File: src/hdl/vrsr_pkg.sv
// Shared constants, register codes and divider handshake types for the velocity ramp unit.
package vrsr_pkg;

  localparam int unsigned VEL_W = 28;
  localparam int unsigned ACC_W = 30;
  localparam int unsigned DT_W = 32;
  localparam int unsigned RATE_WORD_BITS_DEF = 24;

  localparam int unsigned PROD_W = DT_W + ACC_W;
  localparam int unsigned STEP_SAT_BIT = 48;
  localparam int unsigned DV_W = 29;
  localparam int unsigned MULT_W = 26;
  localparam int unsigned RQ_W = 24;

  localparam int unsigned DIVIDEND_W = 56;
  localparam int unsigned DIVISOR_W = 30;
  localparam int unsigned DIV_STEP_BITS = 4;
  localparam int unsigned DIV_DIGITS = DIVIDEND_W / DIV_STEP_BITS;
  localparam int unsigned DIV_CNT_W = $clog2(DIV_DIGITS + 1);

  localparam logic [MULT_W-1:0] RATE_MULT = 26'd57266230;
  localparam logic [DIVISOR_W-1:0] US_PER_SEC = 30'd1000000;
  localparam logic [DIVISOR_W-1:0] RATE_DIVISOR = 30'd1000000000;
  localparam logic [DIVISOR_W-1:0] RATE_HALF = 30'd500000000;

  localparam int unsigned FIFO_DEPTH = 2;

  localparam int unsigned APB_ADDR_W = 4;
  localparam int unsigned APB_DATA_W = 32;

  typedef enum logic [1:0] {
    REG_TARGET_VEL = 2'd0,
    REG_TRACK_EN   = 2'd1,
    REG_TRACK_RATE = 2'd2,
    REG_ACCEL      = 2'd3
  } vrsr_reg_e;

  typedef struct packed {
    logic                  start;
    logic [DIVIDEND_W-1:0] dividend;
    logic [DIVISOR_W-1:0]  divisor;
  } vrsr_div_req_t;

  typedef struct packed {
    logic                  busy;
    logic [DIVIDEND_W-1:0] quotient;
  } vrsr_div_rsp_t;

endpackage

File: src/hdl/velocity_ramp_to_stepper_rate_unit.sv
// Top level of the velocity ramp unit: register file, front, queue, back and divider.
// Each nonzero tick moves the kept velocity toward the target by elapsed_us * acceleration
// / 1e6 (clamped at the target) and yields one item carrying the new velocity and the
// saturated stepper rate word round(velocity * 57266230 / 1e9). A tick whose elapsed time
// is zero, or that finds the velocity already at the target, yields nothing. An item that
// yields a result holds the back end through two passes of the one shared radix-16 divider
// and until the output register is free; a skipped tick leaves from the idle state. A two-entry
// queue and an output register let ticks be taken while a result waits. Configuration
// registers sit at byte offsets 0, 4, 8 and 12 and are to be written while no tick is in flight.
module velocity_ramp_to_stepper_rate_unit #(
  parameter int unsigned RATE_WORD_BITS = vrsr_pkg::RATE_WORD_BITS_DEF
) (
  input  logic                                clk_i,
  input  logic                                rst_ni,
  input  logic                                psel,
  input  logic                                penable,
  input  logic                                pwrite,
  input  logic [vrsr_pkg::APB_ADDR_W-1:0]     paddr,
  input  logic [vrsr_pkg::APB_DATA_W-1:0]     pwdata,
  output logic [vrsr_pkg::APB_DATA_W-1:0]     prdata,
  output logic                                pready,
  input  logic                                in_valid_i,
  output logic                                in_ready_o,
  input  logic [vrsr_pkg::DT_W-1:0]           elapsed_us_i,
  output logic                                out_valid_o,
  input  logic                                out_ready_i,
  output logic signed [RATE_WORD_BITS-1:0]    rate_word_o,
  output logic signed [vrsr_pkg::VEL_W-1:0]   velocity_now_o
);
  import vrsr_pkg::*;

  logic signed [VEL_W-1:0] tgt_q;
  logic                    trk_en_q;
  logic signed [VEL_W-1:0] trk_rate_q;
  logic [ACC_W-1:0]        acc_q;
  logic signed [VEL_W-1:0] target;
  vrsr_reg_e               reg_sel;
  logic                    wr_en;

  logic            push_valid;
  logic            push_ready;
  logic [DT_W-1:0] push_dt;
  logic            pop_valid;
  logic            pop_ready;
  logic [DT_W-1:0] pop_dt;
  vrsr_div_req_t   div_req;
  vrsr_div_rsp_t   div_rsp;

  assign pready  = 1'b1;
  assign reg_sel = vrsr_reg_e'(paddr[3:2]);
  assign wr_en   = psel && penable && pwrite && pready;

  always_ff @(posedge clk_i or negedge rst_ni) begin
    if (!rst_ni) begin
      tgt_q      <= '0;
      trk_en_q   <= 1'b0;
      trk_rate_q <= '0;
      acc_q      <= '0;
    end else if (wr_en) begin
      case (reg_sel)
        REG_TARGET_VEL: tgt_q      <= pwdata[VEL_W-1:0];
        REG_TRACK_EN:   trk_en_q   <= pwdata[0];
        REG_TRACK_RATE: trk_rate_q <= pwdata[VEL_W-1:0];
        REG_ACCEL:      acc_q      <= pwdata[ACC_W-1:0];
        default: begin
        end
      endcase
    end
  end

  always_comb begin
    case (reg_sel)
      REG_TARGET_VEL: prdata = APB_DATA_W'(unsigned'(tgt_q));
      REG_TRACK_EN:   prdata = APB_DATA_W'(trk_en_q);
      REG_TRACK_RATE: prdata = APB_DATA_W'(unsigned'(trk_rate_q));
      REG_ACCEL:      prdata = APB_DATA_W'(acc_q);
      default:        prdata = '0;
    endcase
  end

  assign target = (trk_en_q && tgt_q == '0) ? trk_rate_q : tgt_q;

  vrsr_front u_front (
    .clk_i        (clk_i),
    .rst_ni       (rst_ni),
    .in_valid_i   (in_valid_i),
    .in_ready_o   (in_ready_o),
    .elapsed_us_i (elapsed_us_i),
    .push_valid_o (push_valid),
    .push_ready_i (push_ready),
    .push_dt_o    (push_dt)
  );

  vrsr_fifo u_fifo (
    .clk_i        (clk_i),
    .rst_ni       (rst_ni),
    .push_valid_i (push_valid),
    .push_ready_o (push_ready),
    .push_dt_i    (push_dt),
    .pop_valid_o  (pop_valid),
    .pop_ready_i  (pop_ready),
    .pop_dt_o     (pop_dt)
  );

  vrsr_cdiv u_cdiv (
    .clk_i  (clk_i),
    .rst_ni (rst_ni),
    .req_i  (div_req),
    .rsp_o  (div_rsp)
  );

  vrsr_back #(
    .RATE_WORD_BITS (RATE_WORD_BITS)
  ) u_back (
    .clk_i          (clk_i),
    .rst_ni         (rst_ni),
    .pop_valid_i    (pop_valid),
    .pop_ready_o    (pop_ready),
    .pop_dt_i       (pop_dt),
    .target_i       (target),
    .accel_i        (acc_q),
    .div_req_o      (div_req),
    .div_rsp_i      (div_rsp),
    .out_valid_o    (out_valid_o),
    .out_ready_i    (out_ready_i),
    .rate_word_o    (rate_word_o),
    .velocity_now_o (velocity_now_o)
  );

endmodule

File: src/hdl/vrsr_front.sv
// Front stage: take tick items, drop zero-length ticks, hand the rest to the queue.
module vrsr_front (
  input  logic                       clk_i,
  input  logic                       rst_ni,
  input  logic                       in_valid_i,
  output logic                       in_ready_o,
  input  logic [vrsr_pkg::DT_W-1:0]  elapsed_us_i,
  output logic                       push_valid_o,
  input  logic                       push_ready_i,
  output logic [vrsr_pkg::DT_W-1:0]  push_dt_o
);
  import vrsr_pkg::*;

  logic            slot_vld_q;
  logic [DT_W-1:0] slot_dt_q;
  logic            take;

  assign in_ready_o   = !slot_vld_q || push_ready_i;
  assign take         = in_valid_i && in_ready_o;
  assign push_valid_o = slot_vld_q;
  assign push_dt_o    = slot_dt_q;

  always_ff @(posedge clk_i or negedge rst_ni) begin
    if (!rst_ni) begin
      slot_vld_q <= 1'b0;
    end else if (take) begin
      slot_vld_q <= (elapsed_us_i != '0);
    end else if (push_ready_i) begin
      slot_vld_q <= 1'b0;
    end
  end

  always_ff @(posedge clk_i) begin
    if (take) begin
      slot_dt_q <= elapsed_us_i;
    end
  end

endmodule

File: src/hdl/vrsr_fifo.sv
// Short queue of tick lengths between the front and the back.
module vrsr_fifo (
  input  logic                       clk_i,
  input  logic                       rst_ni,
  input  logic                       push_valid_i,
  output logic                       push_ready_o,
  input  logic [vrsr_pkg::DT_W-1:0]  push_dt_i,
  output logic                       pop_valid_o,
  input  logic                       pop_ready_i,
  output logic [vrsr_pkg::DT_W-1:0]  pop_dt_o
);
  import vrsr_pkg::*;

  localparam int unsigned PTR_W = (FIFO_DEPTH > 1) ? $clog2(FIFO_DEPTH) : 1;
  localparam int unsigned CNT_W = $clog2(FIFO_DEPTH + 1);

  logic [DT_W-1:0]  mem_q [FIFO_DEPTH];
  logic [PTR_W-1:0] wptr_q;
  logic [PTR_W-1:0] rptr_q;
  logic [CNT_W-1:0] cnt_q;
  logic             do_push;
  logic             do_pop;

  assign push_ready_o = (cnt_q != CNT_W'(FIFO_DEPTH));
  assign pop_valid_o  = (cnt_q != '0);
  assign pop_dt_o     = mem_q[rptr_q];
  assign do_push      = push_valid_i && push_ready_o;
  assign do_pop       = pop_valid_o && pop_ready_i;

  always_ff @(posedge clk_i or negedge rst_ni) begin
    if (!rst_ni) begin
      wptr_q <= '0;
      rptr_q <= '0;
      cnt_q  <= '0;
    end else begin
      if (do_push) begin
        wptr_q <= (wptr_q == PTR_W'(FIFO_DEPTH - 1)) ? '0 : wptr_q + PTR_W'(1);
      end
      if (do_pop) begin
        rptr_q <= (rptr_q == PTR_W'(FIFO_DEPTH - 1)) ? '0 : rptr_q + PTR_W'(1);
      end
      if (do_push && !do_pop) begin
        cnt_q <= cnt_q + CNT_W'(1);
      end else if (do_pop && !do_push) begin
        cnt_q <= cnt_q - CNT_W'(1);
      end
    end
  end

  always_ff @(posedge clk_i) begin
    if (do_push) begin
      mem_q[wptr_q] <= push_dt_i;
    end
  end

endmodule

File: src/hdl/vrsr_cdiv.sv
// Shared radix-16 restoring divider, four quotient bits per cycle.
module vrsr_cdiv (
  input  logic                    clk_i,
  input  logic                    rst_ni,
  input  vrsr_pkg::vrsr_div_req_t req_i,
  output vrsr_pkg::vrsr_div_rsp_t rsp_o
);
  import vrsr_pkg::*;

  logic [DIV_CNT_W-1:0]  cnt_q;
  logic [DIVISOR_W-1:0]  rem_q;
  logic [DIVISOR_W-1:0]  rem_n;
  logic [DIVIDEND_W-1:0] dq_q;
  logic [DIVIDEND_W-1:0] dq_n;
  logic [DIVISOR_W-1:0]  dvsr_q;

  always_comb begin
    logic [DIVISOR_W:0] trial;
    rem_n = rem_q;
    dq_n  = dq_q;
    trial = '0;
    for (int k = 0; k < DIV_STEP_BITS; k++) begin
      trial = {rem_n, dq_n[DIVIDEND_W-1]};
      dq_n  = {dq_n[DIVIDEND_W-2:0], 1'b0};
      if (trial >= {1'b0, dvsr_q}) begin
        rem_n   = DIVISOR_W'(trial - {1'b0, dvsr_q});
        dq_n[0] = 1'b1;
      end else begin
        rem_n = trial[DIVISOR_W-1:0];
      end
    end
  end

  always_ff @(posedge clk_i or negedge rst_ni) begin
    if (!rst_ni) begin
      cnt_q <= '0;
    end else if (req_i.start) begin
      cnt_q <= DIV_CNT_W'(DIV_DIGITS);
    end else if (cnt_q != '0) begin
      cnt_q <= cnt_q - DIV_CNT_W'(1);
    end
  end

  always_ff @(posedge clk_i) begin
    if (req_i.start) begin
      rem_q  <= '0;
      dq_q   <= req_i.dividend;
      dvsr_q <= req_i.divisor;
    end else if (cnt_q != '0) begin
      rem_q <= rem_n;
      dq_q  <= dq_n;
    end
  end

  assign rsp_o.busy     = (cnt_q != '0);
  assign rsp_o.quotient = dq_q;

endmodule

File: src/hdl/vrsr_back.sv
// Back stage: ramp the kept velocity toward the target and form the stepper rate word.
module vrsr_back #(
  parameter int unsigned RATE_WORD_BITS = vrsr_pkg::RATE_WORD_BITS_DEF
) (
  input  logic                              clk_i,
  input  logic                              rst_ni,
  input  logic                              pop_valid_i,
  output logic                              pop_ready_o,
  input  logic [vrsr_pkg::DT_W-1:0]         pop_dt_i,
  input  logic signed [vrsr_pkg::VEL_W-1:0] target_i,
  input  logic [vrsr_pkg::ACC_W-1:0]        accel_i,
  output vrsr_pkg::vrsr_div_req_t           div_req_o,
  input  vrsr_pkg::vrsr_div_rsp_t           div_rsp_i,
  output logic                              out_valid_o,
  input  logic                              out_ready_i,
  output logic signed [RATE_WORD_BITS-1:0]  rate_word_o,
  output logic signed [vrsr_pkg::VEL_W-1:0] velocity_now_o
);
  import vrsr_pkg::*;

  typedef enum logic [2:0] {
    S_IDLE,
    S_STEP_GO,
    S_STEP_WAIT,
    S_UPDATE,
    S_SCALE,
    S_RATE_GO,
    S_RATE_WAIT,
    S_OUT
  } state_e;

  localparam int unsigned SW = 33;
  localparam logic [SW-1:0] RMAX = (SW'(1) << (RATE_WORD_BITS - 1)) - SW'(1);

  state_e                      state_q;
  logic signed [VEL_W-1:0]     cur_q;
  logic [PROD_W-1:0]           prod_q;
  logic                        neg_q;
  logic                        out_vld_q;
  logic [RATE_WORD_BITS-1:0]   out_rate_q;
  logic [VEL_W-1:0]            out_vel_q;

  logic                        at_target;
  logic [PROD_W-1:0]           step_prod;
  logic [PROD_W-1:0]           scale_prod;
  logic [VEL_W-1:0]            mag;
  logic                        step_sat;
  logic [DV_W-1:0]             dv;
  logic signed [VEL_W+2:0]     cur_x;
  logic signed [VEL_W+2:0]     tgt_x;
  logic signed [VEL_W+2:0]     nv_dn;
  logic signed [VEL_W+2:0]     nv_up;
  logic signed [VEL_W-1:0]     cur_new;
  logic [SW-1:0]               qx;
  logic [SW-1:0]               rsel;
  logic                        out_free;

  assign at_target  = (cur_q == target_i);
  assign step_prod  = PROD_W'(pop_dt_i) * PROD_W'(accel_i);
  assign mag        = cur_q[VEL_W-1] ? (~cur_q + VEL_W'(1)) : cur_q;
  assign scale_prod = PROD_W'(mag) * PROD_W'(RATE_MULT);
  assign step_sat   = (prod_q[PROD_W-1:STEP_SAT_BIT] != '0);
  assign dv         = step_sat ? '1 : div_rsp_i.quotient[DV_W-1:0];

  assign cur_x = (VEL_W+3)'(cur_q);
  assign tgt_x = (VEL_W+3)'(target_i);
  assign nv_dn = cur_x - $signed({2'b00, dv});
  assign nv_up = cur_x + $signed({2'b00, dv});

  always_comb begin
    if (target_i < cur_q) begin
      cur_new = (nv_dn > tgt_x) ? nv_dn[VEL_W-1:0] : target_i;
    end else begin
      cur_new = (nv_up < tgt_x) ? nv_up[VEL_W-1:0] : target_i;
    end
  end

  assign qx = SW'(div_rsp_i.quotient[RQ_W-1:0]);

  always_comb begin
    if (!neg_q) begin
      rsel = (qx > RMAX) ? RMAX : qx;
    end else begin
      rsel = (qx > RMAX + SW'(1)) ? ~RMAX : (~qx + SW'(1));
    end
  end

  assign out_free    = !out_vld_q || out_ready_i;
  assign pop_ready_o = (state_q == S_IDLE);

  always_comb begin
    div_req_o.start    = (state_q == S_STEP_GO) || (state_q == S_RATE_GO);
    div_req_o.dividend = DIVIDEND_W'(prod_q[STEP_SAT_BIT-1:0]);
    div_req_o.divisor  = US_PER_SEC;
    if (state_q == S_RATE_GO) begin
      div_req_o.dividend = DIVIDEND_W'(prod_q) + DIVIDEND_W'(RATE_HALF);
      div_req_o.divisor  = RATE_DIVISOR;
    end
  end

  always_ff @(posedge clk_i or negedge rst_ni) begin
    if (!rst_ni) begin
      state_q   <= S_IDLE;
      cur_q     <= '0;
      out_vld_q <= 1'b0;
    end else begin
      if (state_q == S_OUT && out_free) begin
        out_vld_q <= 1'b1;
      end else if (out_vld_q && out_ready_i) begin
        out_vld_q <= 1'b0;
      end
      case (state_q)
        S_IDLE: begin
          if (pop_valid_i && !at_target) begin
            state_q <= S_STEP_GO;
          end
        end
        S_STEP_GO: begin
          state_q <= S_STEP_WAIT;
        end
        S_STEP_WAIT: begin
          if (!div_rsp_i.busy) begin
            state_q <= S_UPDATE;
          end
        end
        S_UPDATE: begin
          cur_q   <= cur_new;
          state_q <= S_SCALE;
        end
        S_SCALE: begin
          state_q <= S_RATE_GO;
        end
        S_RATE_GO: begin
          state_q <= S_RATE_WAIT;
        end
        S_RATE_WAIT: begin
          if (!div_rsp_i.busy) begin
            state_q <= S_OUT;
          end
        end
        S_OUT: begin
          if (out_free) begin
            state_q <= S_IDLE;
          end
        end
        default: begin
          state_q <= S_IDLE;
        end
      endcase
    end
  end

  always_ff @(posedge clk_i) begin
    if (state_q == S_IDLE && pop_valid_i) begin
      prod_q <= step_prod;
    end
    if (state_q == S_SCALE) begin
      prod_q <= scale_prod;
      neg_q  <= cur_q[VEL_W-1];
    end
    if (state_q == S_OUT && out_free) begin
      out_rate_q <= rsel[RATE_WORD_BITS-1:0];
      out_vel_q  <= cur_q;
    end
  end

  assign out_valid_o    = out_vld_q;
  assign rate_word_o    = out_rate_q;
  assign velocity_now_o = out_vel_q;

endmodule

File: config.mk
export PLATFORM = sky130hd
export DESIGN_NAME = velocity_ramp_to_stepper_rate_unit
export DESIGN_NICKNAME = d
export VERILOG_FILES = /design/src/hdl/vrsr_pkg.sv /design/src/hdl/velocity_ramp_to_stepper_rate_unit.sv /design/src/hdl/vrsr_front.sv /design/src/hdl/vrsr_fifo.sv /design/src/hdl/vrsr_cdiv.sv /design/src/hdl/vrsr_back.sv
export SDC_FILE = /design/constraint.sdc
export NUM_CORES = 2
export LEC_CHECK = 0
export BUFFER_PORTS_ARGS = -buffer_cell sky130_fd_sc_hd__buf_2
export CAP_MARGIN = 20
export CORE_MARGIN = 5
export CORE_UTILIZATION = 40
export CTS_BUF_LIST = sky130_fd_sc_hd__clkbuf_2
export CTS_CLUSTER_DIAMETER = 40
export CTS_CLUSTER_SIZE = 20
export DETAILED_ROUTE_END_ITERATION = 7
export PLACE_DENSITY = 0.68
export SYNTH_ARGS = -nofsm -noshare
export SYNTH_HDL_FRONTEND = slang
export SYNTH_HIERARCHICAL = 1
export SYNTH_SLANG_ARGS = --single-unit
File: constraint.sdc
create_clock -name clk_i -period 11.2 [get_ports clk_i]
set_clock_uncertainty 0.1 [all_clocks]
set_input_delay 2.24 -clock clk_i [delete_from_list [all_inputs] [get_ports clk_i]]
set_output_delay 2.24 -clock clk_i [all_outputs]
set_load 0.02 [all_outputs]
==> impl_metrics.py <==
metrics = {
    "synth": {
        "ys_warn_count": 6,
        "synth-xor-area-share_pct": 4.24,
        "synthTopCellsByArea": "fa_1 28%, ha_1 13%, edfxtp_1 11%",
        "synth_largest_area_cell": "fa_1",
        "synth_area_per_cell_um2": 9.34,
        "proportion_of_synthesized_area_in_mux_cells_pct": 4.39,
        "synth_ff_type": "edfxtp_1",
        "synth.lib_cells_used.distinct": 118,
        "compound_gate_portion_of_the_synthesized_area_pct": 10.8,
        "synth_common_cells": "1531 x inv_1, 1103 x fa_1, 787 x ha_1, 750 x nand2_1, 522 x and2_1",
        "register_bit_total_from_synthesis": 455,
        "synth-adder-area-share_pct": 40.9,
        "synth_largest_type_area_fraction_pct": 28.3,
        "postSynthCellCount": 8364,
        "combinational_family_with_the_most_area_after_synthesis": "adder cells",
        "async_flop_share_pct": 28.1,
        "synth_edf_count": 288,
        "yosys.cell_count.top_type": "inv_1",
        "share_of_the_yosys_chip_area_belonging_to_registers_pct": 16.2,
        "synth_simple_gate_area_share_pct": 13.7,
        "synthesis.area_mm2": 0.0782,
    },
    "timing": {
        "timing.final.crit_share_pct": 96.2,
        "final_period_minus_worst_setup_slack_ps": 10780,
        "report.final.slew_viol_count": 0,
        "final.setup.tns_ps": 0,
        "tightest_slew_ps": 1240,
        "timing.max_slew.rel_slack_pct": 16.6,
        "finalSetupViolCount": 0,
        "final_hold_violations": 0,
        "timing.fmax_mhz": 92.8,
    },
    "global_routing": {
        "grt_antenna_before_repair": 9,
        "number_of_global_route_vias_before_repair": 65400,
        "aggregate_global_routing_overflow": 0,
        "grt.total_usage_pct": 23.0,
        "grt_pass1_wl_um": 370000,
        "grt_max_degree": 121,
    },
    "clock_tree": {
        "clock_tree.buffer_depth": 3,
        "clock_insertion_delay_worst_skew_ps": 1590,
        "cts_tree": "yes",
        "number_of_buffers_added_to_fix_hold_violations_after_cts": 0,
        "cell_at_the_root_of_the_clock_tree": "clkbuf_2",
        "worst_setup_hold_path_clk_slew_ps": 250,
        "clkSinkCount": 455,
        "htree_num_levels": 3,
        "cts-buffers-inserted": 89,
    },
    "routing": {
        "route.detailed.drc": 0,
        "drt_pre_antenna_iters": 8,
        "detail_route.iter0.violations": 4448,
        "num_vias": 61500,
        "wirelength_met1_um": 95000,
        "total_met2_wirelength_after_detailed_routing_um": 113000,
        "avgViaCountPerCell": 5.46,
        "highest-signal-layer": "met5",
        "avgRoutedWirePerCell_um": 21.0,
        "route.final.wire_length_um": 236000,
        "detailroute.wirelength.met3_um": 15500,
        "antenna_violating_nets_post_route": 0,
    },
    "worst_setup_path": {
        "worstPathMaxFanout": 7,
        "slowest_stage": "or4_4",
        "crit_path_max_incr_delay_ps": 480,
        "critPathRequiredTime_ps": 12340,
        "data_arrival_at_the_endpoint_of_the_critical_path_ps": 11910,
        "critical-path-top-cell-by-count": "buf_4",
        "worst-setup-path-type": "reg -> reg",
        "cp-end-kind": "flop",
        "critPathLaunchType": "flop",
    },
    "floorplan": {
        "initial_core_utilization_pct": 40.2,
        "coreArea_mm2": 0.195,
        "die_w_um": 452,
        "die_height_um": 452,
        "fp.dieArea_mm2": 0.204,
        "std_cell_rows": 162,
        "boundaryPins": 162,
    },
    "run_status": {
        "run_status": "finished clean",
    },
    "job": {
        "maximum_capacitance_violations": 0,
    },
    "place": {
        "detailedPlacementHpwl_um": 188000,
        "gpl.final_weighted_congestion": 0.985,
        "port-buffer-count": 154,
        "number_of_cells_in_the_design_after_placement": 11100,
    },
    "hold_path": {
        "holdCritPathClass": "reg -> reg",
    },
    "final_layout": {
        "synth_to_layout_area_growth_pct": 8.78,
        "drive_above_1_share_pct": 13.1,
        "nFillCells": 18700,
        "count_of_non_filler_cells_in_the_finished_layout": 11300,
        "nNetsFinal": 10600,
    },
}
cells by family after synthesis:
group / count (synthesis)
buf+inv: 1949
compound gates: 1263
fa+ha+maj: 1890
simple gates: 2132
xor+xnor: 378
other cells: 4
mux: 293
flops: 455
cells in the final DEF, fill, tap and decap left out, drive strengths merged, types with 49 or more instances in the layout:
| cell type | count |
|---|---|
| nand4 | 70 |
| a21oi | 338 |
| nor4 | 49 |
| fa | 1103 |
| edfxtp | 288 |
| a21o | 102 |
| ha | 787 |
| a211oi | 49 |
| inv | 1551 |
| nand2b | 53 |
| buf | 576 |
| xor2 | 108 |
| o22ai | 56 |
| mux2 | 275 |
| o21bai | 55 |
| xnor2 | 270 |
| nand3 | 102 |
| dfrtp | 128 |
| and2 | 522 |
| o21ai | 235 |
| nand2 | 751 |
| nor3 | 72 |
| nor2 | 289 |
| and3 | 66 |
| clkbuf | 99 |
routing by layer:
metal	up-vias	GRT usage, %
met4	8	11.1
met3	492	3.18
met2	2196	39.0
met1	31000	29.1
met5	-	0
li1	27800	-
worst paths after layout:
check | from | endpoint | slack, ps | cells after the start
max | u_cdiv/dvsr_q[14]$_DFFE_PP_ | u_cdiv/dq_q[0]$_DFFE_PP_ | 420 | 48
min | u_front/push_dt_o[28]$_DFFE_PP_ | u_fifo/mem_q[0][28]$_DFFE_PP_ | 310 | 0
max reg2reg | u_cdiv/dvsr_q[14]$_DFFE_PP_ | u_cdiv/dq_q[0]$_DFFE_PP_ | 420 | 48
min reg2reg | u_front/push_dt_o[28]$_DFFE_PP_ | u_fifo/mem_q[0][28]$_DFFE_PP_ | 310 | 0
max in group asynchronous | rst_ni | u_cdiv/cnt_q[0]$_DFFE_PN0P_ | 8830 | 2
min in group asynchronous | rst_ni | u_front/push_valid_o$_DFFE_PN0P_ | 590 | 1
through the flow:
step                      instance area, um^2  hold WS [ps]  setup WS (ps)  utilization [%]
after floorplan                         78200           321            317                -
after global placement                  83500           328           -452             42.9
after detailed placement                83500           334           -556             42.9
after CTS                               84700           319           16.3             43.6
after global routing                    85000           319          -8.22             43.7
final                                   85000           311            423             43.7
worst max-delay path: cells and delay by family (launching register included):
kind	cells	cell delay (ps)
AO/OA/AOI/OAI	17	3710
adder cells (fa/ha/maj)	4	1190
flip-flops	1	390
multiplexers	4	1040
AND/OR/NAND/NOR	12	2210
buffers and inverters	11	1870
state kept, by name, indices dropped and copies added (netlist names):
name                   flops
u_cdiv/rem_q              30
trk_en_q                   1
u_back/state_q             3
u_fifo/wptr_q              1
u_back/neg_q               1
u_back/velocity_now_o     28
u_cdiv/dq_q               56
u_back/out_valid_o         1
trk_rate_q                28
tgt_q                     28
acc_q                     30
u_back/prod_q             62
u_fifo/mem_q              64
u_front/push_dt_o         32
u_back/rate_word_o        24
u_back/cur_q              28
u_front/push_valid_o       1
u_fifo/cnt_q               2
u_cdiv/dvsr_q             30
u_fifo/rptr_q              1
u_cdiv/cnt_q               4
final cells by class:
| type | instances | area (um^2) | share of cell area [%] |
|---|---|---|---|
| sequential | 455 | 12600 | 14.9 |
| inverter | 1535 | 5760 | 6.78 |
| clock inverter | 68 | 711 | 0.836 |
| antenna | 9 | 22.5 | 0.0265 |
| tap | 2542 | 3180 | 3.74 |
| clock buffer | 99 | 495 | 0.583 |
| multi-input combinational | 5977 | 58100 | 68.3 |
| timing repair buffer | 576 | 4100 | 4.83 |
what timing repair did:
| item | CTS | global route |
|---|---|---|
| pin swaps | 3 | 9 |
| resized for setup | 12 | 22 |
| endpoints found under the setup margin | 31 | 32 |
| endpoints found under the hold margin | 0 | 0 |
| buffers inserted | 1 | 7 |
Power is left out: the tool's default activity adds up to more than one toggle a clock period on the data nets, which glitch-free logic cannot reach.
